[config.mk]
export PLATFORM = sky130hd
export DESIGN_NAME = multi_timer_expiry_scan
export DESIGN_NICKNAME = d
export VERILOG_FILES = /design/src/rtl/mtes_pkg.sv /design/src/rtl/multi_timer_expiry_scan.sv
export SDC_FILE = /design/constraint.sdc
export NUM_CORES = 2
export LEC_CHECK = 0
export ABC_AREA = 1
export ABC_CLOCK_PERIOD_IN_PS = 12400
export BUFFER_PORTS_ARGS = -buffer_cell sky130_fd_sc_hd__buf_2
export CAP_MARGIN = 20
export CORE_UTILIZATION = 65
export CTS_BUF_LIST = sky130_fd_sc_hd__clkbuf_16
export CTS_CLUSTER_SIZE = 10
export DETAILED_ROUTE_END_ITERATION = 16
export HOLD_SLACK_MARGIN = 0.15
export PLACE_DENSITY_LB_ADDON = 0.2
export SLEW_MARGIN = 20
export SYNTH_ARGS = -nofsm -noshare
export SYNTH_HDL_FRONTEND = slang
export SYNTH_SLANG_ARGS = --single-unit
[constraint.sdc]
create_clock -name clk -period 12.4 [get_ports clk]
set_input_delay 1.86 -clock clk [delete_from_list [all_inputs] [get_ports clk]]
set_output_delay 1.86 -clock clk [all_outputs]
set_load 0.1 [all_outputs]
[src/rtl/mtes_pkg.sv]
`timescale 1ns / 1ps
`default_nettype none
// ----------------------------------------------------------------------------
// Timer table package
// Shared types, command and result codes, and sizing constants for the
// multi-slot timer table with expiry scan.
// ----------------------------------------------------------------------------
package mtes_pkg;

    // Number of timer slots and the width of a slot index into the table.
    localparam int SLOTS     = 16;
    localparam int IDX_W     = (SLOTS > 1) ? $clog2(SLOTS) : 1;
    localparam int SLOT_LAST = SLOTS - 1;

    // Command codes of the input item.
    localparam logic [1:0] CMD_SCAN  = 2'd0;
    localparam logic [1:0] CMD_ARM   = 2'd1;
    localparam logic [1:0] CMD_CLEAR = 2'd2;

    // Result kinds.
    localparam logic [1:0] KIND_FIRE = 2'd0;
    localparam logic [1:0] KIND_DONE = 2'd1;
    localparam logic [1:0] KIND_ACK  = 2'd2;

    // Register map (byte addresses).
    localparam int          PADDR_W           = 2;
    localparam logic [1:0]  ADDR_DEFAULT_WAIT = 2'd0;
    localparam logic [15:0] DEFAULT_WAIT_RST  = 16'd200;

    // Rearm step in ms for a zero interval, and the rearm offset.
    localparam logic [27:0] REARM_MIN_STEP = 28'd6;
    localparam logic [27:0] REARM_OFFSET   = 28'd6;
    // Rounding term added to the ms distance before dividing by ten.
    localparam logic [32:0] ROUND_MS       = 33'd5;
    // Reciprocal of ten in 23 fractional bits, rounded down.
    localparam logic [19:0] DIV10_RECIP    = 20'd838860;

    typedef struct packed {
        logic [1:0]  command;
        logic [3:0]  slot;
        logic [31:0] now_ms;
        logic [31:0] expire_ms;
        logic [23:0] interval_cs;
        logic        keep_flag;
        logic        reset_flag;
        logic [31:0] timer_id;
    } cmd_item_t;

    typedef struct packed {
        logic [1:0]  kind;
        logic [3:0]  fired_slot;
        logic [31:0] fired_id;
        logic [15:0] next_wait_cs;
        logic        last;
    } res_item_t;

    typedef enum logic [2:0] {
        ST_IDLE,
        ST_ACK,
        ST_READ,
        ST_EVAL,
        ST_BID,
        ST_DIV,
        ST_FIX,
        ST_DONE
    } mtes_state_t;

endpackage
`default_nettype wire

[src/rtl/multi_timer_expiry_scan.sv]
`timescale 1ns / 1ps
`default_nettype none
// ----------------------------------------------------------------------------
// Multi-slot timer table with expiry scan
// Holds a table of one-shot and periodic timers, arms and clears slots, and
// scans the table against the current time to report fired timers and the
// wait until the next scan.
// ----------------------------------------------------------------------------
// An arm or clear command is taken on transfer, and the ST_ACK state then
// presents the acknowledge. A scan visits the slots one after another
// through a single slot datapath (one 33-bit subtract, one add and one
// compare, each in its own state): an empty or disabled slot passes only
// ST_READ, a slot that fires and is freed or disabled passes ST_READ and
// ST_EVAL, and a pending or rearmed slot passes ST_READ, ST_EVAL and ST_BID.
// ST_DIV and ST_FIX then turn the smallest distance into centiseconds and
// ST_DONE presents the scan-done result; the result side can stall it. The
// command side is stalled until the last result of the current command has
// been loaded into the output register.
module multi_timer_expiry_scan
(
    input  wire                                 clk,
    input  wire                                 rst_n,
    // Command channel
    input  wire                                 cmd_valid,
    output logic                                cmd_stall,
    input  mtes_pkg::cmd_item_t                 cmd_item,
    // Result channel
    output logic                                res_valid,
    input  wire                                 res_stall,
    output mtes_pkg::res_item_t                 res_item,
    // Configuration port
    input  wire                                 psel,
    input  wire                                 penable,
    input  wire                                 pwrite,
    input  wire  [mtes_pkg::PADDR_W-1:0]        paddr,
    input  wire  [31:0]                         pwdata,
    output logic [31:0]                         prdata,
    output logic                                pready
);

    // Slot table
    logic                           valid_reg    [mtes_pkg::SLOTS];
    logic                           disabled_reg [mtes_pkg::SLOTS];
    logic                           keep_reg     [mtes_pkg::SLOTS];
    logic                           rearm_reg    [mtes_pkg::SLOTS];
    logic [31:0]                    expiry_reg   [mtes_pkg::SLOTS];
    logic [23:0]                    interval_reg [mtes_pkg::SLOTS];
    logic [31:0]                    ident_reg    [mtes_pkg::SLOTS];

    // Sequencer and scan datapath
    mtes_pkg::mtes_state_t          state_reg, state_next;
    logic [mtes_pkg::IDX_W-1:0]     idx_reg, idx_next;
    logic [31:0]                    now_reg, now_next;
    logic [32:0]                    diff_reg, diff_next;
    logic [27:0]                    step_reg, step_next;
    logic [32:0]                    bid_reg, bid_next;
    logic [32:0]                    dmin_reg, dmin_next;
    logic [39:0]                    prod_reg, prod_next;
    logic                           small_reg, small_next;
    logic [15:0]                    wait_reg, wait_next;
    logic [15:0]                    default_wait_reg;

    // Output register
    logic                           res_valid_reg, res_valid_next;
    mtes_pkg::res_item_t            res_item_reg, res_item_next;

    // Table write controls
    logic                           tbl_arm;
    logic                           tbl_clear;
    logic                           tbl_free;
    logic                           tbl_disable;
    logic                           tbl_rearm;
    logic [31:0]                    new_expiry;

    // Helper signals
    logic                           cmd_accept;
    logic                           res_free;
    logic                           slot_in_range;
    logic [mtes_pkg::IDX_W-1:0]     cmd_idx;
    logic                           cur_live;
    logic                           expired;
    logic                           last_slot;
    logic [27:0]                    step_calc;
    logic [32:0]                    rearm_sum;
    logic                           rearm_sat;
    logic [19:0]                    limit_ms;
    logic [15:0]                    quot_est;
    logic [19:0]                    quot_x10;
    logic [19:0]                    rem_ms;
    logic [15:0]                    quot;
    logic [15:0]                    wait_sel;
    logic                           cfg_write;

    // Handshake helpers.
    assign cmd_stall  = (state_reg != mtes_pkg::ST_IDLE);
    assign cmd_accept = cmd_valid && !cmd_stall;
    assign res_free   = !res_valid_reg || !res_stall;
    assign res_valid  = res_valid_reg;
    assign res_item   = res_item_reg;

    // Slot index of an arm or clear command.
    assign slot_in_range = (32'(cmd_item.slot) < 32'(mtes_pkg::SLOTS));
    assign cmd_idx       = mtes_pkg::IDX_W'(cmd_item.slot);

    // Current slot of the scan.
    assign cur_live  = valid_reg[idx_reg] && !disabled_reg[idx_reg];
    assign last_slot = (idx_reg == '0);

    // The slot has expired when the signed distance is zero or negative.
    assign expired = diff_reg[32] || (diff_reg == '0);

    // Rearm step: interval times ten minus the offset, or the minimum step.
    assign step_calc = (interval_reg[idx_reg] == '0) ? mtes_pkg::REARM_MIN_STEP :
        ((28'(interval_reg[idx_reg]) << 3) + (28'(interval_reg[idx_reg]) << 1)
         - mtes_pkg::REARM_OFFSET);

    // New expiry of a rearmed slot, saturating at the top of the time range.
    assign rearm_sum  = {1'b0, now_reg} + 33'(step_reg);
    assign rearm_sat  = rearm_sum[32];
    assign new_expiry = rearm_sat ? '1 : rearm_sum[31:0];

    // Default wait in ms: a smaller distance wins over the default.
    assign limit_ms = (20'(default_wait_reg) << 3) + (20'(default_wait_reg) << 1);

    // Divide the smallest distance by ten: the estimate is exact or one low,
    // and a single correction step fixes it.
    assign quot_est = prod_reg[38:23];
    assign quot_x10 = (20'(quot_est) << 3) + (20'(quot_est) << 1);
    assign rem_ms   = dmin_reg[19:0] - quot_x10;
    assign quot     = (rem_ms >= 20'd10) ? (quot_est + 16'd1) : quot_est;
    assign wait_sel = small_reg ? quot : default_wait_reg;

    // Next-state logic of the sequencer.
    always_comb
    begin
        state_next = state_reg;
        case (state_reg)
            mtes_pkg::ST_IDLE:
            begin
                if (cmd_accept)
                begin
                    if (cmd_item.command == mtes_pkg::CMD_SCAN)
                        state_next = mtes_pkg::ST_READ;
                    else
                        state_next = mtes_pkg::ST_ACK;
                end
            end
            mtes_pkg::ST_ACK:
            begin
                if (res_free)
                    state_next = mtes_pkg::ST_IDLE;
            end
            mtes_pkg::ST_READ:
            begin
                if (cur_live)
                    state_next = mtes_pkg::ST_EVAL;
                else if (last_slot)
                    state_next = mtes_pkg::ST_DIV;
            end
            mtes_pkg::ST_EVAL:
            begin
                if (!expired)
                    state_next = mtes_pkg::ST_BID;
                else if (res_free)
                begin
                    if (keep_reg[idx_reg] && rearm_reg[idx_reg])
                        state_next = mtes_pkg::ST_BID;
                    else if (last_slot)
                        state_next = mtes_pkg::ST_DIV;
                    else
                        state_next = mtes_pkg::ST_READ;
                end
            end
            mtes_pkg::ST_BID:
            begin
                if (last_slot)
                    state_next = mtes_pkg::ST_DIV;
                else
                    state_next = mtes_pkg::ST_READ;
            end
            mtes_pkg::ST_DIV:
            begin
                state_next = mtes_pkg::ST_FIX;
            end
            mtes_pkg::ST_FIX:
            begin
                state_next = mtes_pkg::ST_DONE;
            end
            mtes_pkg::ST_DONE:
            begin
                if (res_free)
                    state_next = mtes_pkg::ST_IDLE;
            end
            default:
            begin
                state_next = mtes_pkg::ST_IDLE;
            end
        endcase
    end

    // Datapath, table controls and result loading for each state.
    always_comb
    begin
        idx_next       = idx_reg;
        now_next       = now_reg;
        diff_next      = diff_reg;
        step_next      = step_reg;
        bid_next       = bid_reg;
        dmin_next      = dmin_reg;
        prod_next      = prod_reg;
        small_next     = small_reg;
        wait_next      = wait_reg;
        tbl_arm        = 1'b0;
        tbl_clear      = 1'b0;
        tbl_free       = 1'b0;
        tbl_disable    = 1'b0;
        tbl_rearm      = 1'b0;
        res_valid_next = res_valid_reg && res_stall;
        res_item_next  = res_item_reg;
        case (state_reg)
            mtes_pkg::ST_IDLE:
            begin
                if (cmd_accept)
                begin
                    idx_next  = mtes_pkg::IDX_W'(mtes_pkg::SLOT_LAST);
                    now_next  = cmd_item.now_ms;
                    dmin_next = '1;
                    tbl_arm   = slot_in_range && (cmd_item.command == mtes_pkg::CMD_ARM);
                    tbl_clear = slot_in_range && (cmd_item.command == mtes_pkg::CMD_CLEAR);
                end
            end
            mtes_pkg::ST_ACK:
            begin
                if (res_free)
                begin
                    res_valid_next = 1'b1;
                    res_item_next  = '{kind: mtes_pkg::KIND_ACK, fired_slot: '0,
                                       fired_id: '0, next_wait_cs: '0, last: 1'b1};
                end
            end
            mtes_pkg::ST_READ:
            begin
                // Signed distance to expiry and the rearm step of this slot.
                diff_next = {1'b0, expiry_reg[idx_reg]} - {1'b0, now_reg};
                step_next = step_calc;
                if (!cur_live && !last_slot)
                    idx_next = idx_reg - mtes_pkg::IDX_W'(1);
            end
            mtes_pkg::ST_EVAL:
            begin
                if (!expired)
                begin
                    bid_next = diff_reg + mtes_pkg::ROUND_MS;
                end
                else if (res_free)
                begin
                    res_valid_next = 1'b1;
                    res_item_next  = '{kind: mtes_pkg::KIND_FIRE,
                                       fired_slot: 4'(idx_reg),
                                       fired_id: ident_reg[idx_reg],
                                       next_wait_cs: '0, last: 1'b0};
                    if (!keep_reg[idx_reg])
                        tbl_free = 1'b1;
                    else if (!rearm_reg[idx_reg])
                        tbl_disable = 1'b1;
                    else
                    begin
                        tbl_rearm = 1'b1;
                        bid_next  = rearm_sat ?
                            ({1'b0, ~now_reg} + mtes_pkg::ROUND_MS) :
                            (33'(step_reg) + mtes_pkg::ROUND_MS);
                    end
                    if (!(keep_reg[idx_reg] && rearm_reg[idx_reg]) && !last_slot)
                        idx_next = idx_reg - mtes_pkg::IDX_W'(1);
                end
            end
            mtes_pkg::ST_BID:
            begin
                if (bid_reg < dmin_reg)
                    dmin_next = bid_reg;
                if (!last_slot)
                    idx_next = idx_reg - mtes_pkg::IDX_W'(1);
            end
            mtes_pkg::ST_DIV:
            begin
                small_next = (dmin_reg < 33'(limit_ms));
                prod_next  = 40'(dmin_reg[19:0]) * 40'(mtes_pkg::DIV10_RECIP);
            end
            mtes_pkg::ST_FIX:
            begin
                wait_next = (wait_sel == '0) ? 16'd1 : wait_sel;
            end
            mtes_pkg::ST_DONE:
            begin
                if (res_free)
                begin
                    res_valid_next = 1'b1;
                    res_item_next  = '{kind: mtes_pkg::KIND_DONE, fired_slot: '0,
                                       fired_id: '0, next_wait_cs: wait_reg,
                                       last: 1'b1};
                end
            end
            default:
            begin
                res_valid_next = 1'b0;
            end
        endcase
    end

    // Control registers.
    always_ff @(posedge clk or negedge rst_n)
    begin
        if (!rst_n)
        begin
            state_reg     <= mtes_pkg::ST_IDLE;
            res_valid_reg <= 1'b0;
        end
        else
        begin
            state_reg     <= state_next;
            res_valid_reg <= res_valid_next;
        end
    end

    // Datapath registers.
    always_ff @(posedge clk)
    begin
        idx_reg      <= idx_next;
        now_reg      <= now_next;
        diff_reg     <= diff_next;
        step_reg     <= step_next;
        bid_reg      <= bid_next;
        dmin_reg     <= dmin_next;
        prod_reg     <= prod_next;
        small_reg    <= small_next;
        wait_reg     <= wait_next;
        res_item_reg <= res_item_next;
    end

    // Slot valid and disabled marks.
    always_ff @(posedge clk or negedge rst_n)
    begin
        if (!rst_n)
        begin
            for (int i = 0; i < mtes_pkg::SLOTS; i++)
            begin
                valid_reg[i]    <= 1'b0;
                disabled_reg[i] <= 1'b0;
            end
        end
        else if (tbl_arm)
        begin
            valid_reg[cmd_idx]    <= 1'b1;
            disabled_reg[cmd_idx] <= 1'b0;
        end
        else if (tbl_clear)
        begin
            valid_reg[cmd_idx] <= 1'b0;
        end
        else if (tbl_free)
        begin
            valid_reg[idx_reg] <= 1'b0;
        end
        else if (tbl_disable)
        begin
            disabled_reg[idx_reg] <= 1'b1;
        end
    end

    // Slot contents, loaded by an arm and updated by a rearm.
    always_ff @(posedge clk)
    begin
        if (tbl_arm)
        begin
            keep_reg[cmd_idx]     <= cmd_item.keep_flag;
            rearm_reg[cmd_idx]    <= cmd_item.reset_flag;
            expiry_reg[cmd_idx]   <= cmd_item.expire_ms;
            interval_reg[cmd_idx] <= cmd_item.interval_cs;
            ident_reg[cmd_idx]    <= cmd_item.timer_id;
        end
        else if (tbl_rearm)
        begin
            expiry_reg[idx_reg] <= new_expiry;
        end
    end

    // Configuration register.
    assign cfg_write = psel && penable && pwrite && (paddr == mtes_pkg::ADDR_DEFAULT_WAIT);
    assign pready    = 1'b1;

    always_ff @(posedge clk or negedge rst_n)
    begin
        if (!rst_n)
            default_wait_reg <= mtes_pkg::DEFAULT_WAIT_RST;
        else if (cfg_write)
            default_wait_reg <= pwdata[15:0];
    end

    // Register read data.
    always_comb
    begin
        if (paddr == mtes_pkg::ADDR_DEFAULT_WAIT)
            prdata = {16'd0, default_wait_reg};
        else
            prdata = '0;
    end

`ifndef SYNTHESIS
    // A scan command always starts by reading the top slot.
    a_scan_starts: assert property (@(posedge clk) disable iff (!rst_n)
        (cmd_accept && (cmd_item.command == mtes_pkg::CMD_SCAN))
        |=> ((state_reg == mtes_pkg::ST_READ)
             && (idx_reg == mtes_pkg::IDX_W'(mtes_pkg::SLOT_LAST))))
        else $error("scan did not start at the top slot");

    // A fired timer is never the final result of a command.
    a_fire_not_last: assert property (@(posedge clk) disable iff (!rst_n)
        (res_valid && (res_item.kind == mtes_pkg::KIND_FIRE)) |-> !res_item.last)
        else $error("fire result marked as last");

    // The computed wait is at least one and never above a nonzero default.
    a_wait_bounds: assert property (@(posedge clk) disable iff (!rst_n)
        (state_reg == mtes_pkg::ST_FIX)
        |=> ((wait_reg != '0)
             && ((wait_reg <= default_wait_reg) || (default_wait_reg == '0))))
        else $error("scan wait out of bounds");

    // The smallest distance never grows during a scan.
    a_dmin_monotone: assert property (@(posedge clk) disable iff (!rst_n)
        ((state_reg != mtes_pkg::ST_IDLE) && $past(state_reg != mtes_pkg::ST_IDLE))
        |-> (dmin_reg <= $past(dmin_reg)))
        else $error("smallest distance increased");
`endif

endmodule
`default_nettype wire

==> summary.md <==
| Metric | Value |
|---|---|
| Via density | 6.335 |
| Cell family with most CP delay | adder cells |
| WP depth | 19 |
| Min Tclk post-route | 6.306 ns |
| Max FO, Critical Path | 7 |
| Crit-path slowest cell | edfxtp_1 |
| Final setup viols | 0 |
| Post-Route WL | 227200 µm |
| CP required | 12.94 ns |
| # Post-CTS Setup Buffers | 0 |
| Global route total overflow | 0 |
| Filler Cells Inserted | 8778 |
| H-Tree Depth | 4 |
| First-pass GRT wire length | 339200 µm |
| Worst-case reg-to-reg path depth | 19 |
| Final nets | 8257 |
| Critical path data arrival time | 6.84 ns |
| Starting Density | 65.52% |
| Worst skew pair latency | 0.82 ns |
| Routed via count | 59.63k |
| Ports | 259 |
| Vias in the first global route | 57.09k |
| CTS max path bufs | 3 |
| CTS tree | built |
| Die W | 363.5 µm |
| Outcome | completed |
| Initial antenna violation count | 35 |
| Largest net degree at the start of global routing | 245 |
| Main synth FF type | edfxtp_1 |
| Skew final | 0.06587 ns |
| HPWL Detailed | 137900 µm |
| Port bufs | 225 |
| Yosys reg bits | 1746 |
| Clock root cell | clkbuf_16 |
| Sink Count | 1746 |
| Crit-path cells | ha_1 -> inv_1 -> fa_1 -> fa_1 -> fa_1 -> inv_1 -> fa_1 -> inv_1 -> fa_1 -> inv_1 -> ha_1 -> nand2_1 -> nor2_1 -> inv_1 -> nor3_1 -> nand2_1 -> o21ai_0 -> a21oi_1 -> xnor2_1 |
| Clock transition at the registers of the reported paths | 0.06 ns |
| Syn-to-layout area delta | 9.827% |
| # rows | 132 |
| Post_cts resized | 0 |
| WP buf/inv | 5 |
| Min-Delay Path Class | reg -> reg |
| Number of synthesis warnings | 0 |
| CP max stage delay | 0.62 ns |
| Starting DRT DRC Count | 7192 |
| Gr usage total | 34.38% |
| Hold path depth | 2 |
| Worst setup EP type | flop |
| Setup_tns | 0 ns |
| Crit path kind | reg -> reg |
| Die Y | 363.5 µm |
| Ys async rst share | 2.978% |
| Period utilization | 50.86% |
| Unrepaired setup endpoints after global routing | no |
| DRT Pass-1 Iters | 6 |
| Post-synthesis sequential area ratio | 61.37% |
| Relative slew slack | 22.37% |
| Final Hold Vio Count | 0 |
| Antenna-violating nets left | 0 |
| Worst-Margin Slew | 1.164 ns |
| Core area | 129600 µm² |
| Hold_buf cts | 0 |
| Slew Viols, Final | 0 |
| Die area | 132100 µm² |
| Synth Instances | 7439 |
| Final RePlAce weighted congestion | 0.9884 |
| Cell Area, Synth | 84950 µm² |
| EDFF count, synth | 1690 |
| Num CTS Buffers | 196 |
| Mean Syn Cell Area | 11.42 µm² |
| Distinct cells, synth | 69 |
| DRC violations left | 0 |
| Critical Path Start Type | flop |
| Fmax | 158.6 MHz |
| Post-DR wirelength/cell | 24.14 µm |
| Share of layout cells above drive strength 1 | 9.408% |
| Max-cap viol count | 0 |
## per-layer routing
metal / track usage [%] / part of all wire, % / up-vias
li1: - / - / 26880
met4: 15.45 / 4.3 / 28
met5: 0 / 0.083 / -
met2: 52.64 / 46 / 3234
met1: 47.82 / 39 / 28890
met3: 7.166 / 10 / 592
## final timing paths
path | start | to | slack, ns
worst max-delay path | dmin_reg[12]$_SDFFCE_PN1P_ | prod_reg[33]$_DFFE_PP_ | 6.09
worst min-delay path | disabled_reg[12]$_DFFE_PN0P_ | disabled_reg[12]$_DFFE_PN0P_ | 0.51
worst max register to register | dmin_reg[12]$_SDFFCE_PN1P_ | prod_reg[33]$_DFFE_PP_ | 6.09
worst min register to register | disabled_reg[12]$_DFFE_PN0P_ | disabled_reg[12]$_DFFE_PN0P_ | 0.51
max in group asynchronous | rst_n | disabled_reg[2]$_DFFE_PN0P_ | 10.56
min in group asynchronous | rst_n | default_wait_reg[4]$_DFFE_PN0P_ | 1.21
## tightest hold or removal path: stages, from the launching register on
cell     delay, ns
dfrtp_1       0.37
inv_1         0.05
a21oi_1       0.05
## placed cells by master, fill, tap and decap left out, types with 8 or more instances in the layout
| cell type | synthesis | routed |
|---|---|---|
| nor3_1 | 47 | 42 |
| dfrtp_1 | 49 | 49 |
| nand3_2 | 12 | 13 |
| o21bai_1 | 16 | 16 |
| inv_1 | 720 | 754 |
| a31oi_1 | 51 | 47 |
| inv_2 | 20 | 20 |
| xor2_1 | 100 | 100 |
| buf_2 | 84 | 226 |
| nand3_1 | 213 | 212 |
| buf_4 | 24 | 81 |
| conb_1 | 2 | 17 |
| o31ai_1 | 9 | 8 |
| nor2_1 | 1100 | 1068 |
| o21ai_1 | 30 | 30 |
| xnor2_1 | 54 | 54 |
| nand2_1 | 577 | 577 |
| o22ai_1 | 99 | 99 |
| nor2_4 | 7 | 38 |
| nor4_1 | 27 | 27 |
| edfxtp_1 | 1690 | 1690 |
| o221ai_1 | 267 | 267 |
| diode_2 | 0 | 17 |
| a221oi_1 | 8 | 8 |
| fa_1 | 143 | 143 |
| a21boi_1 | 9 | 9 |
| nor3_2 | 7 | 12 |
| nor2_2 | 14 | 15 |
| clkbuf_16 | 0 | 199 |
| or2_2 | 36 | 36 |
| a21oi_2 | 4 | 16 |
| o21a_1 | 14 | 14 |
| ha_1 | 350 | 350 |
| nand4_1 | 45 | 45 |
| nand2_2 | 15 | 15 |
| a21oi_1 | 306 | 294 |
| a211oi_1 | 9 | 8 |
| o21ai_0 | 839 | 839 |
| o211ai_1 | 114 | 114 |
## logic make-up after synthesis
| logic type | after synthesis | synth area share (%) |
|---|---|---|
| AO/OA/AOI/OAI | 1810 | 12.76 |
| XOR/XNOR | 154 | 1.588 |
| adder cells (fa/ha/maj) | 493 | 8.525 |
| buffers and inverters | 1111 | 5.248 |
| flip-flops | 1746 | 61.37 |
| other | 2 | 0.008840 |
| AND/OR/NAND/NOR | 2123 | 10.50 |
## metrics by stage
step / instance area [µm²] / hold WS, ns / setup slack, ns / cells / utilization [%]
floorplan: 85010 / 0.4794 / 4.751 / 7454 / -
global placement: 87680 / 0.5041 / 6.221 / 9137 / 67.63
detailed placement: 87700 / 0.5048 / 6.199 / 9137 / 67.65
CTS: 93190 / 0.5137 / 6.146 / 9393 / 71.88
global route: 93280 / 0.5339 / 5.805 / 9402 / 71.94
finish: 93300 / 0.5117 / 6.094 / 9412 / 71.96
## cell usage after synthesis, drive strengths merged (39+ instances only)
library cell / count / area, µm²
edfxtp: 1690 / 50750
o21ai: 871 / 4367
nand3: 225 / 1186
o221ai: 267 / 2338
xor2: 100 / 875.8
nand4: 45 / 281.5
o211ai: 114 / 855.8
xnor2: 54 / 473.0
o22ai: 99 / 619.3
buf: 130 / 773.2
nand2: 592 / 2260
a31oi: 51 / 319.1
a21oi: 310 / 1567
fa: 143 / 2863
ha: 350 / 4379
clkbuf: 238 / 893.4
dfrtp: 49 / 1226
or2: 39 / 244.0
nor2: 1121 / 4295
nor3: 54 / 305.3
inv: 741 / 2784
## final cells by class
| type | count | area [µm²] | area share, % |
|---|---|---|---|
| clock inverters | 57 | 508.0 | 0.5445 |
| multi-input cells | 4597 | 28810 | 30.87 |
| inverters | 743 | 2818 | 3.020 |
| well taps | 1742 | 2180 | 2.336 |
| flip-flops and latches | 1746 | 52150 | 55.89 |
| diodes | 17 | 42.54 | 0.04560 |
| clock buffers | 199 | 4980 | 5.337 |
| repair buffers | 311 | 1819 | 1.950 |
Power is not shown: default switching activity piles up to over one toggle a cycle in this logic, so the estimate is an artifact.
